**config.mk**
```make
export PLATFORM = sky130hd
export DESIGN_NAME = i8gemv_mac
export DESIGN_NICKNAME = d
export VERILOG_FILES = /design/src/i8gemv_pkg.sv /design/src/i8gemv_mac.sv
export VERILOG_INCLUDE_DIRS = /design/src /design/src/src
export SDC_FILE = /design/constraint.sdc
export NUM_CORES = 1
export LEC_CHECK = 0
export BUFFER_PORTS_ARGS = -buffer_cell sky130_fd_sc_hd__buf_2
export CAP_MARGIN = 20
export CELL_PAD_IN_SITES_DETAIL_PLACEMENT = 1
export CELL_PAD_IN_SITES_GLOBAL_PLACEMENT = 1
export CORE_UTILIZATION = 50
export CTS_CLUSTER_SIZE = 14
export DETAILED_ROUTE_END_ITERATION = 8
export PLACE_DENSITY_LB_ADDON = 0.1
export SYNTH_ARGS = -nofsm -noshare
export SYNTH_HDL_FRONTEND = slang
export SYNTH_SLANG_ARGS = --single-unit
```
**constraint.sdc**
```tcl
create_clock -name i_clk -period 9.7 [get_ports i_clk]
set_clock_uncertainty 0.2 [all_clocks]
set_input_delay 0.97 -clock i_clk [delete_from_list [all_inputs] [get_ports i_clk]]
set_output_delay 0.97 -clock i_clk [all_outputs]
set_load 0.05 [all_outputs]
```
**src/assert_macros.svh**
```systemverilog
// Assertion macros shared by the RTL files.
`ifndef ASSERT_MACROS_SVH
`define ASSERT_MACROS_SVH

// Property holds at every clock edge outside reset.
`define ASSERT_ALWAYS(name, clk, rst_n, prop) \
    name: assert property (@(posedge clk) disable iff (!rst_n) (prop)) \
        else $error("%m: assertion failed");

// Antecedent implies consequent in the same cycle.
`define ASSERT_IMPLY(name, clk, rst_n, ante, cons) \
    name: assert property (@(posedge clk) disable iff (!rst_n) (ante) |-> (cons)) \
        else $error("%m: assertion failed");

// Antecedent implies consequent in the following cycle.
`define ASSERT_IMPLY_NEXT(name, clk, rst_n, ante, cons) \
    name: assert property (@(posedge clk) disable iff (!rst_n) (ante) |=> (cons)) \
        else $error("%m: assertion failed");

`endif

```
**src/i8gemv_pkg.sv**
```systemverilog
// Types and constants of the int8 four-row interleaved matrix-vector unit.
package i8gemv_pkg;

    localparam int LANES           = 4;
    localparam int MAX_COLUMNS_DEF = 4096;
    localparam int MAX_PACKS_DEF   = 1024;

    localparam int CFG_IDX_W  = 1;
    localparam int CFG_DATA_W = 13;
    localparam int VL_W       = 13;
    localparam int PC_W       = 11;
    localparam int VEC_IDX_W  = 12;
    localparam int PACK_IDX_W = 10;

    localparam int VL_RESET = 16;

    localparam logic [CFG_IDX_W-1:0] REG_VECTOR_LENGTH = 1'd0;
    localparam logic [CFG_IDX_W-1:0] REG_PACK_COUNT    = 1'd1;

    localparam logic KIND_LOAD   = 1'b0;
    localparam logic KIND_MATRIX = 1'b1;

    typedef struct packed {
        logic                   kind;
        logic [VEC_IDX_W-1:0]   vec_index;
        logic signed [7:0]      vec_value;
        logic signed [7:0]      a_row0;
        logic signed [7:0]      a_row1;
        logic signed [7:0]      a_row2;
        logic signed [7:0]      a_row3;
    } t_in;

    typedef struct packed {
        logic signed [31:0]     sum_row0;
        logic signed [31:0]     sum_row1;
        logic signed [31:0]     sum_row2;
        logic signed [31:0]     sum_row3;
        logic [PACK_IDX_W-1:0]  pack_index;
        logic                   last_pack;
    } t_out;

    // Control that travels with a matrix item down the pipeline.
    typedef struct packed {
        logic                   valid;
        logic                   last_col;
        logic [PACK_IDX_W-1:0]  pack_index;
        logic                   last_pack;
    } t_ctl;

endpackage

```
**src/i8gemv_mac.sv**
```systemverilog
// Four-lane multiply, accumulate and result register with stall handling.
`include "assert_macros.svh"

module i8gemv_mac (
    input  logic                    i_clk,
    input  logic                    i_rst_n,
    input  logic                    i_clr,
    input  i8gemv_pkg::t_ctl        i_ctl,
    input  logic signed [7:0]       i_a [i8gemv_pkg::LANES],
    input  logic signed [7:0]       i_b,
    input  logic                    i_stall,
    output logic                    o_adv,
    output logic                    o_valid,
    output i8gemv_pkg::t_out        o_data
);

    localparam int L = i8gemv_pkg::LANES;

    i8gemv_pkg::t_ctl   r_ctl2;
    logic signed [15:0] r_prod [L];
    logic signed [31:0] r_acc  [L];
    logic signed [31:0] w_sum  [L];
    logic               r_out_valid;
    i8gemv_pkg::t_out   r_out;
    i8gemv_pkg::t_out   n_out;
    logic               w_fire;
    logic               w_emit;

    // Only an item that must land in a full, stalled result register holds the pipe.
    assign o_adv  = !(r_ctl2.valid && r_ctl2.last_col && r_out_valid && i_stall);
    assign w_fire = o_adv && r_ctl2.valid;
    assign w_emit = w_fire && r_ctl2.last_col;

    always_comb begin
        for (int l = 0; l < L; l++) begin
            w_sum[l] = r_acc[l] + {{16{r_prod[l][15]}}, r_prod[l]};
        end
        n_out.sum_row0   = w_sum[0];
        n_out.sum_row1   = w_sum[1];
        n_out.sum_row2   = w_sum[2];
        n_out.sum_row3   = w_sum[3];
        n_out.pack_index = r_ctl2.pack_index;
        n_out.last_pack  = r_ctl2.last_pack;
    end

    always_ff @(posedge i_clk) begin
        if (!i_rst_n) begin
            r_ctl2      <= '0;
            r_out_valid <= 1'b0;
            for (int l = 0; l < L; l++) begin
                r_acc[l] <= '0;
            end
        end else begin
            if (o_adv) begin
                r_ctl2 <= i_ctl;
            end
            if (w_emit) begin
                r_out_valid <= 1'b1;
            end else if (!i_stall) begin
                r_out_valid <= 1'b0;
            end
            for (int l = 0; l < L; l++) begin
                if (i_clr || w_emit) begin
                    r_acc[l] <= '0;
                end else if (w_fire) begin
                    r_acc[l] <= w_sum[l];
                end
            end
        end
    end

    always_ff @(posedge i_clk) begin
        if (o_adv) begin
            for (int l = 0; l < L; l++) begin
                r_prod[l] <= i_a[l] * i_b;
            end
        end
        if (w_emit) begin
            r_out <= n_out;
        end
    end

    assign o_valid = r_out_valid;
    assign o_data  = r_out;

    `ASSERT_IMPLY_NEXT(a_emit_sets_valid, i_clk, i_rst_n, w_emit, r_out_valid)
    `ASSERT_IMPLY_NEXT(a_emit_clears_acc, i_clk, i_rst_n, w_emit, (r_acc[0] == '0) && (r_acc[3] == '0))
    `ASSERT_IMPLY(a_hold_only_on_result, i_clk, i_rst_n, !o_adv, r_ctl2.valid && r_ctl2.last_col)

endmodule

```
-- Yosys cells after proc, flatten, opt, wreduce, memory -nomap -nowiden
Memories as Yosys holds them, arrays and structs flattened.
Cells that the tools add are included.
- input port bits: 57
- flip-flop bits (word level): 153
- memories: 2
- output and inout port bits: 141
- memory bits (writable): 192
- word-level logic and storage cells: 56
- muxes and demuxes: 19
- add/subtract/negate cells: 4
- equality and inequality tests: 1
- bitwise gates (word level): 8
- reduce and logical (&&, ||, !) cells: 7
- multipliers: 4
- memories (name ; depth ; bits a word ; read ports ; clocked after memory_dff ; write ports ; line ; text):
    r_acc ; 4 ; 32 ; 4 ; 0 ; 4 ; i8gemv_mac.sv:21 ; logic signed [31:0] r_acc [L];
    r_prod ; 4 ; 16 ; 4 ; 0 ; 4 ; i8gemv_mac.sv:20 ; logic signed [15:0] r_prod [L];
- operators by type and width (kind ; number):
    $mux W32 ; 8
    $add A32 B32 Y32 ; 4
    $mul A8 B8 Y16 ; 4
    $mux W1 ; 11
    $or A1 B1 Y1 ; 8
    $logic_and A1 B1 Y1 ; 5
    $ne A2 B1 Y1 const B ; 1
    $logic_not A1 Y1 ; 1
    $logic_or A1 B1 Y1 ; 1

-- Logic depth before layout (Yosys ltp)
Gate-level depths: netlist of the first run.
- word-level depth: 12
- mapped depth: 18
- depth with buffers taken out: 17

-- Worst setup path before layout of the first run
Ideal clock, no wire load.
- kind: in2reg
- start: input port i_stall
- end: register r_out, in the netlist o_data[0] (enable)
- setup time: 684 ps
- stages: 1
- slack: 1139 ps
- buffers on the path: 0
- data required time: 8816 ps
- arrival: 7677 ps
- cells stage by stage: a21oi_1
- longest elaborated chain between the ends: 4
- RTL lines (what ; line ; text):
    start, declared ; i8gemv_mac.sv:11 ; input logic i_stall,
    $logic_and A1 B1 Y1 ; i8gemv_mac.sv:30 ; assign o_adv = !(r_ctl2.valid && r_ctl2.last_col && r_out_valid && i_stall);
    $logic_not A1 Y1 ; i8gemv_mac.sv:30 ;
    $logic_and A1 B1 Y1 ; i8gemv_mac.sv:31 ; assign w_fire = o_adv && r_ctl2.valid;
    $logic_and A1 B1 Y1 ; i8gemv_mac.sv:32 ; assign w_emit = w_fire && r_ctl2.last_col;
    end signal, assigned ; i8gemv_mac.sv:79 ; r_out <= n_out;
    end, declared ; i8gemv_mac.sv:24 ; i8gemv_pkg::t_out r_out;
No other way between the ends.
A chain may end at the register's enable or synchronous reset.

==> results of run 1 <==
cells in the final DEF (no fill, tap or decap), types with 6 or more instances in the layout:
| cell | instances |
|---|---|
| o31ai_1 | 9 |
| mux2i_1 | 21 |
| xnor2_1 | 122 |
| o21bai_1 | 20 |
| xor2_1 | 46 |
| a21oi_1 | 133 |
| nand3_1 | 23 |
| edfxtp_1 | 331 |
| o211ai_1 | 16 |
| a31oi_1 | 17 |
| a211oi_1 | 20 |
| clkbuf_16 | 43 |
| a21o_1 | 70 |
| dfxtp_1 | 14 |
| o21a_1 | 25 |
| nor2b_1 | 19 |
| buf_2 | 197 |
| nand4_1 | 22 |
| inv_1 | 379 |
| clkinv_1 | 14 |
| and2_1 | 276 |
| nand3b_1 | 6 |
| nand2b_1 | 40 |
| nor3_1 | 34 |
| clkinv_2 | 7 |
| o21ai_0 | 59 |
| nand2_1 | 200 |
| a2111oi_0 | 6 |
| or3_1 | 8 |
| a21boi_0 | 15 |
| o21ai_1 | 40 |
| fa_1 | 224 |
| a21boi_1 | 8 |
| and3_1 | 23 |
| nor2_1 | 124 |
| ha_1 | 240 |
final cells by class:
cell class | count | area (um^2)
multi-input cells | 1972 | 16800
fillers | 6290 | 24800
clock buffers | 48 | 1090
diodes | 2 | 5.00
repair buffers | 202 | 1040
clock inverters | 29 | 277
flip-flops and latches | 345 | 10200
well taps | 756 | 946
inverters | 381 | 1430
final timing paths:
path | to | depth (start not counted)
hold reg to reg | o_data[7] | 0
hold / removal | o_data[7] | 0
setup reg to reg | o_data[39] | 8
setup / recovery | r_prod[2][15] | 16
stage by stage:
step	instances	hold slack (ps)	area, um^2	total power, mW	util
floorplan	2774	208	28700	5.93	-
global placement	3656	213	30500	6.92	0.538
detailed placement	3656	219	30500	7.12	0.538
CTS	3733	233	31800	8.77	0.562
global route	3735	254	31800	9.41	0.563
finish	3735	229	31800	8.71	0.563
cells in the mapped netlist, types with 8 or more instances:
library cell,count
nand4_1,22
dfxtp_1,14
and2_1,276
clkbuf_1,74
a21o_1,70
fa_1,224
o31ai_1,9
xor2_1,46
mux2i_1,21
xnor2_1,122
a21boi_0,15
o211ai_1,16
a21oi_1,134
and3_1,23
nor2b_1,19
o21ai_0,59
a31oi_1,17
inv_1,380
edfxtp_1,331
o21bai_1,20
o21a_1,25
nand2_1,202
a21boi_1,8
a211oi_1,20
nand2b_1,40
nor2_1,124
ha_1,240
nand3_1,23
nor3_1,34
or3_1,8
o21ai_1,40
cell families after synthesis:
logic type      count (synthesis)  share of synthesized area
compound gates                510                      0.119
xor+xnor                      168                     0.0512
fa+ha+maj                     464                      0.260
buf+inv                       457                     0.0597
flops                         345                      0.356
mux                            22                    0.00770
simple gates                  808                      0.147
worst register-to-register path, cell delays in order (launching register included):
cell and delay [ps]:
edfxtp_1 970, ha_1 460, a211oi_1 230, nor2_1 100, o41ai_1 760, nand3_1 390, a221oi_2 500, o21ai_1 210
xor2_1 180
power by group through the flow:
stage / sequential (mW) / clock, mW / combinational [mW]
final: 2.29 / 1.59 / 4.84
after global routing: 2.31 / 1.67 / 5.43
after CTS: 2.29 / 1.62 / 4.86
after detailed placement: 2.32 / 0 / 4.80
after global placement: 2.31 / 0 / 4.61
after floorplan: 2.38 / 0 / 3.55
metal layers:
layer,wire (um),up-vias
met2,34900,341
met3,2640,111
met5,99,-
met1,32000,10500
li1,-,9797
met4,1530,16
registers in the layout, indices dropped and copies added, names as in the netlist:
name     cells
n_out       11
o_data     139
o_valid      1
r_acc      128
r_ctl2       2
r_prod      64
==> results.md, run 1 <==
* Syn Inst Count at 2774
* First-pass GRT wire length at around 120000 um
* Fraction of layout cells with a size suffix above 1 at 0.0988
* Switching Power at around 3.7 mW
* Gr busiest metal: met2
* Wirelength, routed at 71100 um
* Total gr overflow at 0
* DR vias at approximately 21k
* Tcrit/Tclk final at 0.597
* Largest stage delay, worst path at between 600 and 700 ps
* Pwr dens at 273 nW/um^2
* Met3 usage at 0.0384
* Critical path startpoint category: primary input
* Ranking of synthesized cells by area: edfxtp_1, fa_1, ha_1, and2_1, inv_1
* Syn nets at 3295
* Total track usage at 0.247
* Resized cells post-CTS at 0
* Synth Cell Area at around 29000 um^2
* RSZ-0062 raised after global routing: false
* Die area at 58500 um^2
* Vias in the first global route at 22.7k
* RePlAce Congestion at 0.866
* Largest net degree at the start of global routing at 140
* I/O Buffers at 197
* Maximum VDD drop at 208 uV
* Die Width at 242 um
* Combinational Power Share at 0.555
* Area Overhead vs Synth at 10.8%
* Hold Crit Class: reg -> reg
* Sequential share of power at 0.263
* CTS Hold Bufs at 0
* DR pass1 iterations at 5
* Worst Path Max Fanout at 24
* Post-route ant nets at 0
* Static Leak at between 10 and 15 nW
* Setup WS pre-CTS at approximately 3300 ps
* Setup bufs post-CTS at 0
* Worst-path clk slew at around 60 ps
* Hold Vio Cnt, Final at 0
* DR WL/cell at 19.0 um
* R2r setup slk at 5460 ps
* Sink Count at 345
* DRC at 0
* Setup TNS at 0 ps
* CP Class: in -> reg
* CP Launch Point: i_b[7]
* TritonCTS Buffers at 42
* Post-synth EDFFs at between 300 and 400
* Clock Root Buffer: clkbuf_16
* Die H at 242 um
* WP buf/inv at 4
* Switching Fraction at 0.427
* CP delay by family, top: adder cells
* Initial Util at 0.508
* Worst Max-Slew Pin Slew at 1090 ps
* Met2 usage at 0.425
* Clock Tree Buf Depth at 3
* Max-cap violation count at 0
* Fin. max-slew vios at 0
* Setup-failing EPs final at 0
* CP cell instances: buf_2, inv_1, nor2_1, fa_1, fa_1, fa_1, inv_1, fa_1, inv_1, ha_1, o21a_1, nor2_1, nor3_1, a2111oi_0, a21oi_1, xnor2_1
* Slew headroom at 0.272
* Initial antenna violation count at 10
* I/O pin count at just under 200
* Met1 global-route usage at 0.326
* Fin crit period at 5790 ps
* Skew-Pair Late Insertion Delay at 580 ps
* Prevailing post-synth register cell: edfxtp_1
* Post-Syn Area per Cell at roughly 10 um^2
* Final WS setup at 3910 ps
* Clk pwr share at 0.182
* FFs w/ async S/R, synth at 0
* CTS tree: yes
* Post-synthesis sequential area ratio at 0.356
* CP max stage cell: a2111oi_0
* H-tree levels at 2
* Layout Nets at between 3k and 4k
* Crit path required time at between 9000 and 10000 ps
* FF-to-FF Start: r_prod[3][15]
* P_int at between 4 and 5 mW
* Core Footprint at 56600 um^2
* Initial drt markers at 736
* Top cell type's share of synthesized area at 0.346
* Status: finished clean
* Cell Rows at 87
* Crit-path most repeated cell: fa_1
* Min-delay src: n_out[7]
* Max Clk Rate at 173 MHz
* Hpwl dp at about 54000 um
* Synth area leader: edfxtp_1
* Synth unique cells at between 70 and 80
* CP arrival at 5910 ps
* Synth Register Bits at 345
* Synth warn at 0
* CP endpoint kind: register
* Vias per cell at 5.57
No activity file was read; power rests on OpenSTA's default activity.
==> run 2: changes to the inputs <==
Settings changed: ABC_AREA set to 1, CORE_UTILIZATION 50 to 43.
Clock period 9.7 ns to 4.6 ns, I/O delays scaled along.
==> run 2 against run 1 <==
Compared with the run above:
- area after synthesis increased by 9.0%
- wire length rose by 16%
- critical path depth increased by 4
- sequential power up 110%
- clock power is 130% higher
- register-to-register slack lost 3800 ps
- final cell count increased by 43%
- design area rose by 13%
- clock-buffer cell count is 13 higher
- critical path type unchanged
==> results.md, run 2 <==
* Crit path required time at 4740 ps (was 9820 ps)
* Most common cell in the netlist: nand2_1 (was inv_1)
* CP arrival at 4440 ps (was 5910 ps)
* Total track usage at 0.229 (was 0.247)
* FF-to-FF Start: r_ctl2[12] (was r_prod[3][15])
* Synth Register Bits at 345 (unchanged)
* Initial antenna violation count at 10 (unchanged)
* Max-cap violation count at 0 (unchanged)
* Worst-path clk slew at 60 ps (about the same)
* Total gr overflow at 0 (unchanged)
* Syn Inst Count at 4024 (was 2774)
* Hold Crit Class: in -> reg (was reg -> reg)
* Area Overhead vs Synth at 15.2% (was 10.8%)
* Largest net degree at the start of global routing at 140 (unchanged)
* Synth warn at 0 (unchanged)
* CP delay by family, top: adder cells (unchanged)
* DR WL/cell at 15.4 um (was 19.0 um)
* Hold Path Stages at 3 (was 0)
* I/O Buffers at 197 (unchanged)
* WP buf/inv at 7 (was 4)
* Prevailing post-synth register cell: edfxtp_1 (unchanged)
* Post-synth EDFFs at 331 (unchanged)
* Post-Syn Area per Cell at 7.79 um^2 (was 10.4 um^2)
* Initial drt markers at 1131 (was 736)
* Synth Cell Area at 31300 um^2 (was 28700 um^2)
* Post-synthesis sequential area ratio at 0.326 (was 0.356)
* WHS Endpoint: n_out[0] (was o_data[7])
* Min-delay src: i_rst_n (was n_out[7])
* Layout Nets at 4877 (was 3465)
* Fraction of layout cells with a size suffix above 1 at 0.115 (was 0.0988)
* Slew headroom at 0.393 (was 0.272)
* Vias in the first global route at 27.1k (was 22.7k)
* Post-route ant nets at 0 (unchanged)
* Critical path depth at 20 (was 16)
* Synth unique cells at 39 (was 79)
* Total Power at 20.8 mW (was 8.71 mW)
* Max Clk Rate at 232 MHz
* Resized cells post-CTS at 0 (unchanged)
* Hpwl dp at 66500 um (was 53500 um)
* Worst Max-Slew Pin Slew at 910 ps (was 1090 ps)
* CP max stage cell: fa_1 (was a2111oi_0)
* Clock Tree Buf Depth at 3 (unchanged)
* R2r setup slk at 1660 ps (was 5460 ps)
* TritonCTS Buffers at 45 (was 42)
* Maximum VDD drop at 410 uV (was 208 uV)
* Die H at 272 um (was 242 um)
* Initial Util at 0.437 (was 0.508)
* FFs w/ async S/R, synth at 0 (unchanged)
* Critical path startpoint category: primary input (unchanged)
* Die Width at 272 um (was 242 um)
* Core Footprint at 71700 um^2 (was 56600 um^2)
* Hold Vio Cnt, Final at 0 (unchanged)
* Top cell type's share of synthesized area at 0.317 (was 0.346)
* DR vias at 25.2k (was 20.8k)
* Commonest non-fill, non-tap cell in the layout: nand2_1 (was inv_1)
* Pwr dens at 577 nW/um^2 (was 273 nW/um^2)
* RePlAce Congestion at 0.865 (was 0.866)
* R2R depth at 7 (was 8)
* Worst Path Max Fanout at 12 (was 24)
* Die area at 73900 um^2 (was 58500 um^2)
* First-pass GRT wire length at 137000 um (was 117000 um)
* Worst R2R End: r_acc[3][18] (was o_data[39])
* Fin. max-slew vios at 0 (unchanged)
* Post-synth top cells: nand2_1, inv_1, edfxtp_1, nor2_1, ha_1 (was inv_1, edfxtp_1, and2_1, ha_1, fa_1)
* I/O pin count at 198 (unchanged)
* Sink Count at 345 (unchanged)
* Static Leak at 20.1 nW (was 14.4 nW)
* Fin crit period at between 4000 and 5000 ps
* Tcrit/Tclk final at 0.936
* RSZ-0062 raised after global routing: false (unchanged)
* H-tree levels at 2 (unchanged)
* Synth area leader: edfxtp_1 (unchanged)
* CP endpoint kind: register (unchanged)
* Clock Root Buffer: clkbuf_16 (unchanged)
* CP cell instances: buf_2, buf_4, nand2_1, inv_1, fa_1, inv_1, fa_1, inv_1, fa_1, inv_1, fa_1, inv_1, ha_1, nand2_1, nor3_1, nor2_1, o21ai_0, nand2_1, nand3_1, nand2_1 (was buf_2, inv_1, nor2_1, fa_1, fa_1, fa_1, inv_1, fa_1, inv_1, ha_1, o21a_1, nor2_1, nor3_1, a2111oi_0, a21oi_1, xnor2_1)
* Ranking of synthesized cells by area: edfxtp_1, fa_1, nand2_1, inv_1, ha_1 (was edfxtp_1, fa_1, ha_1, and2_1, inv_1)
* Cell Rows at 98 (was 87)
* DR pass1 iterations at 5 (unchanged)
* Largest register FFs at 139 (unchanged)
* # fillers at 8970 (was 6290)
* Final instance area at 36100 um^2 (was 31800 um^2)
* Vias per cell at 4.71 (was 5.57)
* CTS tree: yes (unchanged)
* Largest stage delay, worst path at 530 ps (was 680 ps)
* DP Area at 34400 um^2 (was 30500 um^2)
* DRC at 0 (unchanged)
* Skew-Pair Late Insertion Delay at 580 ps (about the same)
* Syn nets at 4545 (was 3295)
* Wirelength, routed at 82500 um (was 71100 um)
* Setup-failing EPs final at 0 (unchanged)
* Status: finished clean (unchanged)
* Most frequent cells in the layout: nand2_1, inv_1, edfxtp_1 (was inv_1, edfxtp_1, and2_1)
* CP Class: in -> reg (unchanged)
* Crit-path most repeated cell: inv_1 (was fa_1)
* Final core occ at 0.503 (was 0.563)
-- run 2: changes by cell type in the layout (fill, tap and decap cells not counted), moves of 60 or more --
cell     change
a21o_1      -60
nand2_1    +979
nand3_1     +79
nor2_1     +194
buf_4      +136
and2_1     -270
inv_1      +689
-- run 2: worst max-delay path by stage --
stage / start / end / slack (ps)
2_1_floorplan: i_stall / r_acc[0][0] / -760
3_3_place_gp: i_b[2] / r_prod[1][13] / -150
3_5_place_dp: i_b[2] / r_prod[1][13] / -300
4_1_cts: i_b[2] / r_prod[1][13] / 330
5_1_grt: i_b[2] / r_prod[1][13] / 60
6_report: i_b[2] / r_prod[1][13] / 300
-- run 2: layout make-up --
cell class	count	area (um^2)	area share
Inverter	1077	4040	0.112
Tap cell	950	1190	0.0329
Clock inverter	21	234	0.00648
Antenna cell	4	10.0	0.000277
Timing Repair Buffer	358	2320	0.0642
Sequential cell	345	10200	0.283
Multi-Input combinational cell	2529	16800	0.465
Clock buffer	61	1300	0.0360
-- run 2: routing by layer --
metal,wire (um),track usage
met5,75,0
met4,1230,0.0424
met3,3100,0.0307
met2,39500,0.397
met1,38600,0.308
-- run 2: logic make-up after synthesis --
| family | count (synthesis) | share of synthesized area |
|---|---|---|
| compound gates | 185 | 0.0316 |
| buf+inv | 1150 | 0.139 |
| simple gates | 1764 | 0.230 |
| xor+xnor | 116 | 0.0343 |
| fa+ha+maj | 464 | 0.239 |
| flops | 345 | 0.326 |
-- run 2: stage by stage --
step | hold WS (ps) | setup TNS [ps] | instances | worst slack [ps]
final | 74.3 | 0 | 5345 | 296
after global routing | 71.0 | 0 | 5341 | 63.8
after CTS | 49.7 | 0 | 5341 | 334
after detailed placement | 221 | -4130 | 5245 | -295
after global placement | 212 | -1940 | 5245 | -149
after floorplan | 209 | -84770 | 4024 | -756
-- run 2: power by group --
group / internal [mW] / total, mW / switching, mW
combinational: 4.82 / 12.4 / 7.58
sequential: 4.48 / 4.77 / 0.293
clock: 2.21 / 3.65 / 1.45
-- run 2: what timing repair did --
action	in CTS	in global routing
setup buffers	0	0
endpoints found under the hold margin	14	0
hold buffers	14	0
-- run 2: tightest hold or removal path, delay by kind of cell --
family / cells / cell delay (ps)
AND/OR/NAND/NOR: 1 / 40
AO/OA/AOI/OAI: 1 / 110
buffers and inverters: 1 / 200
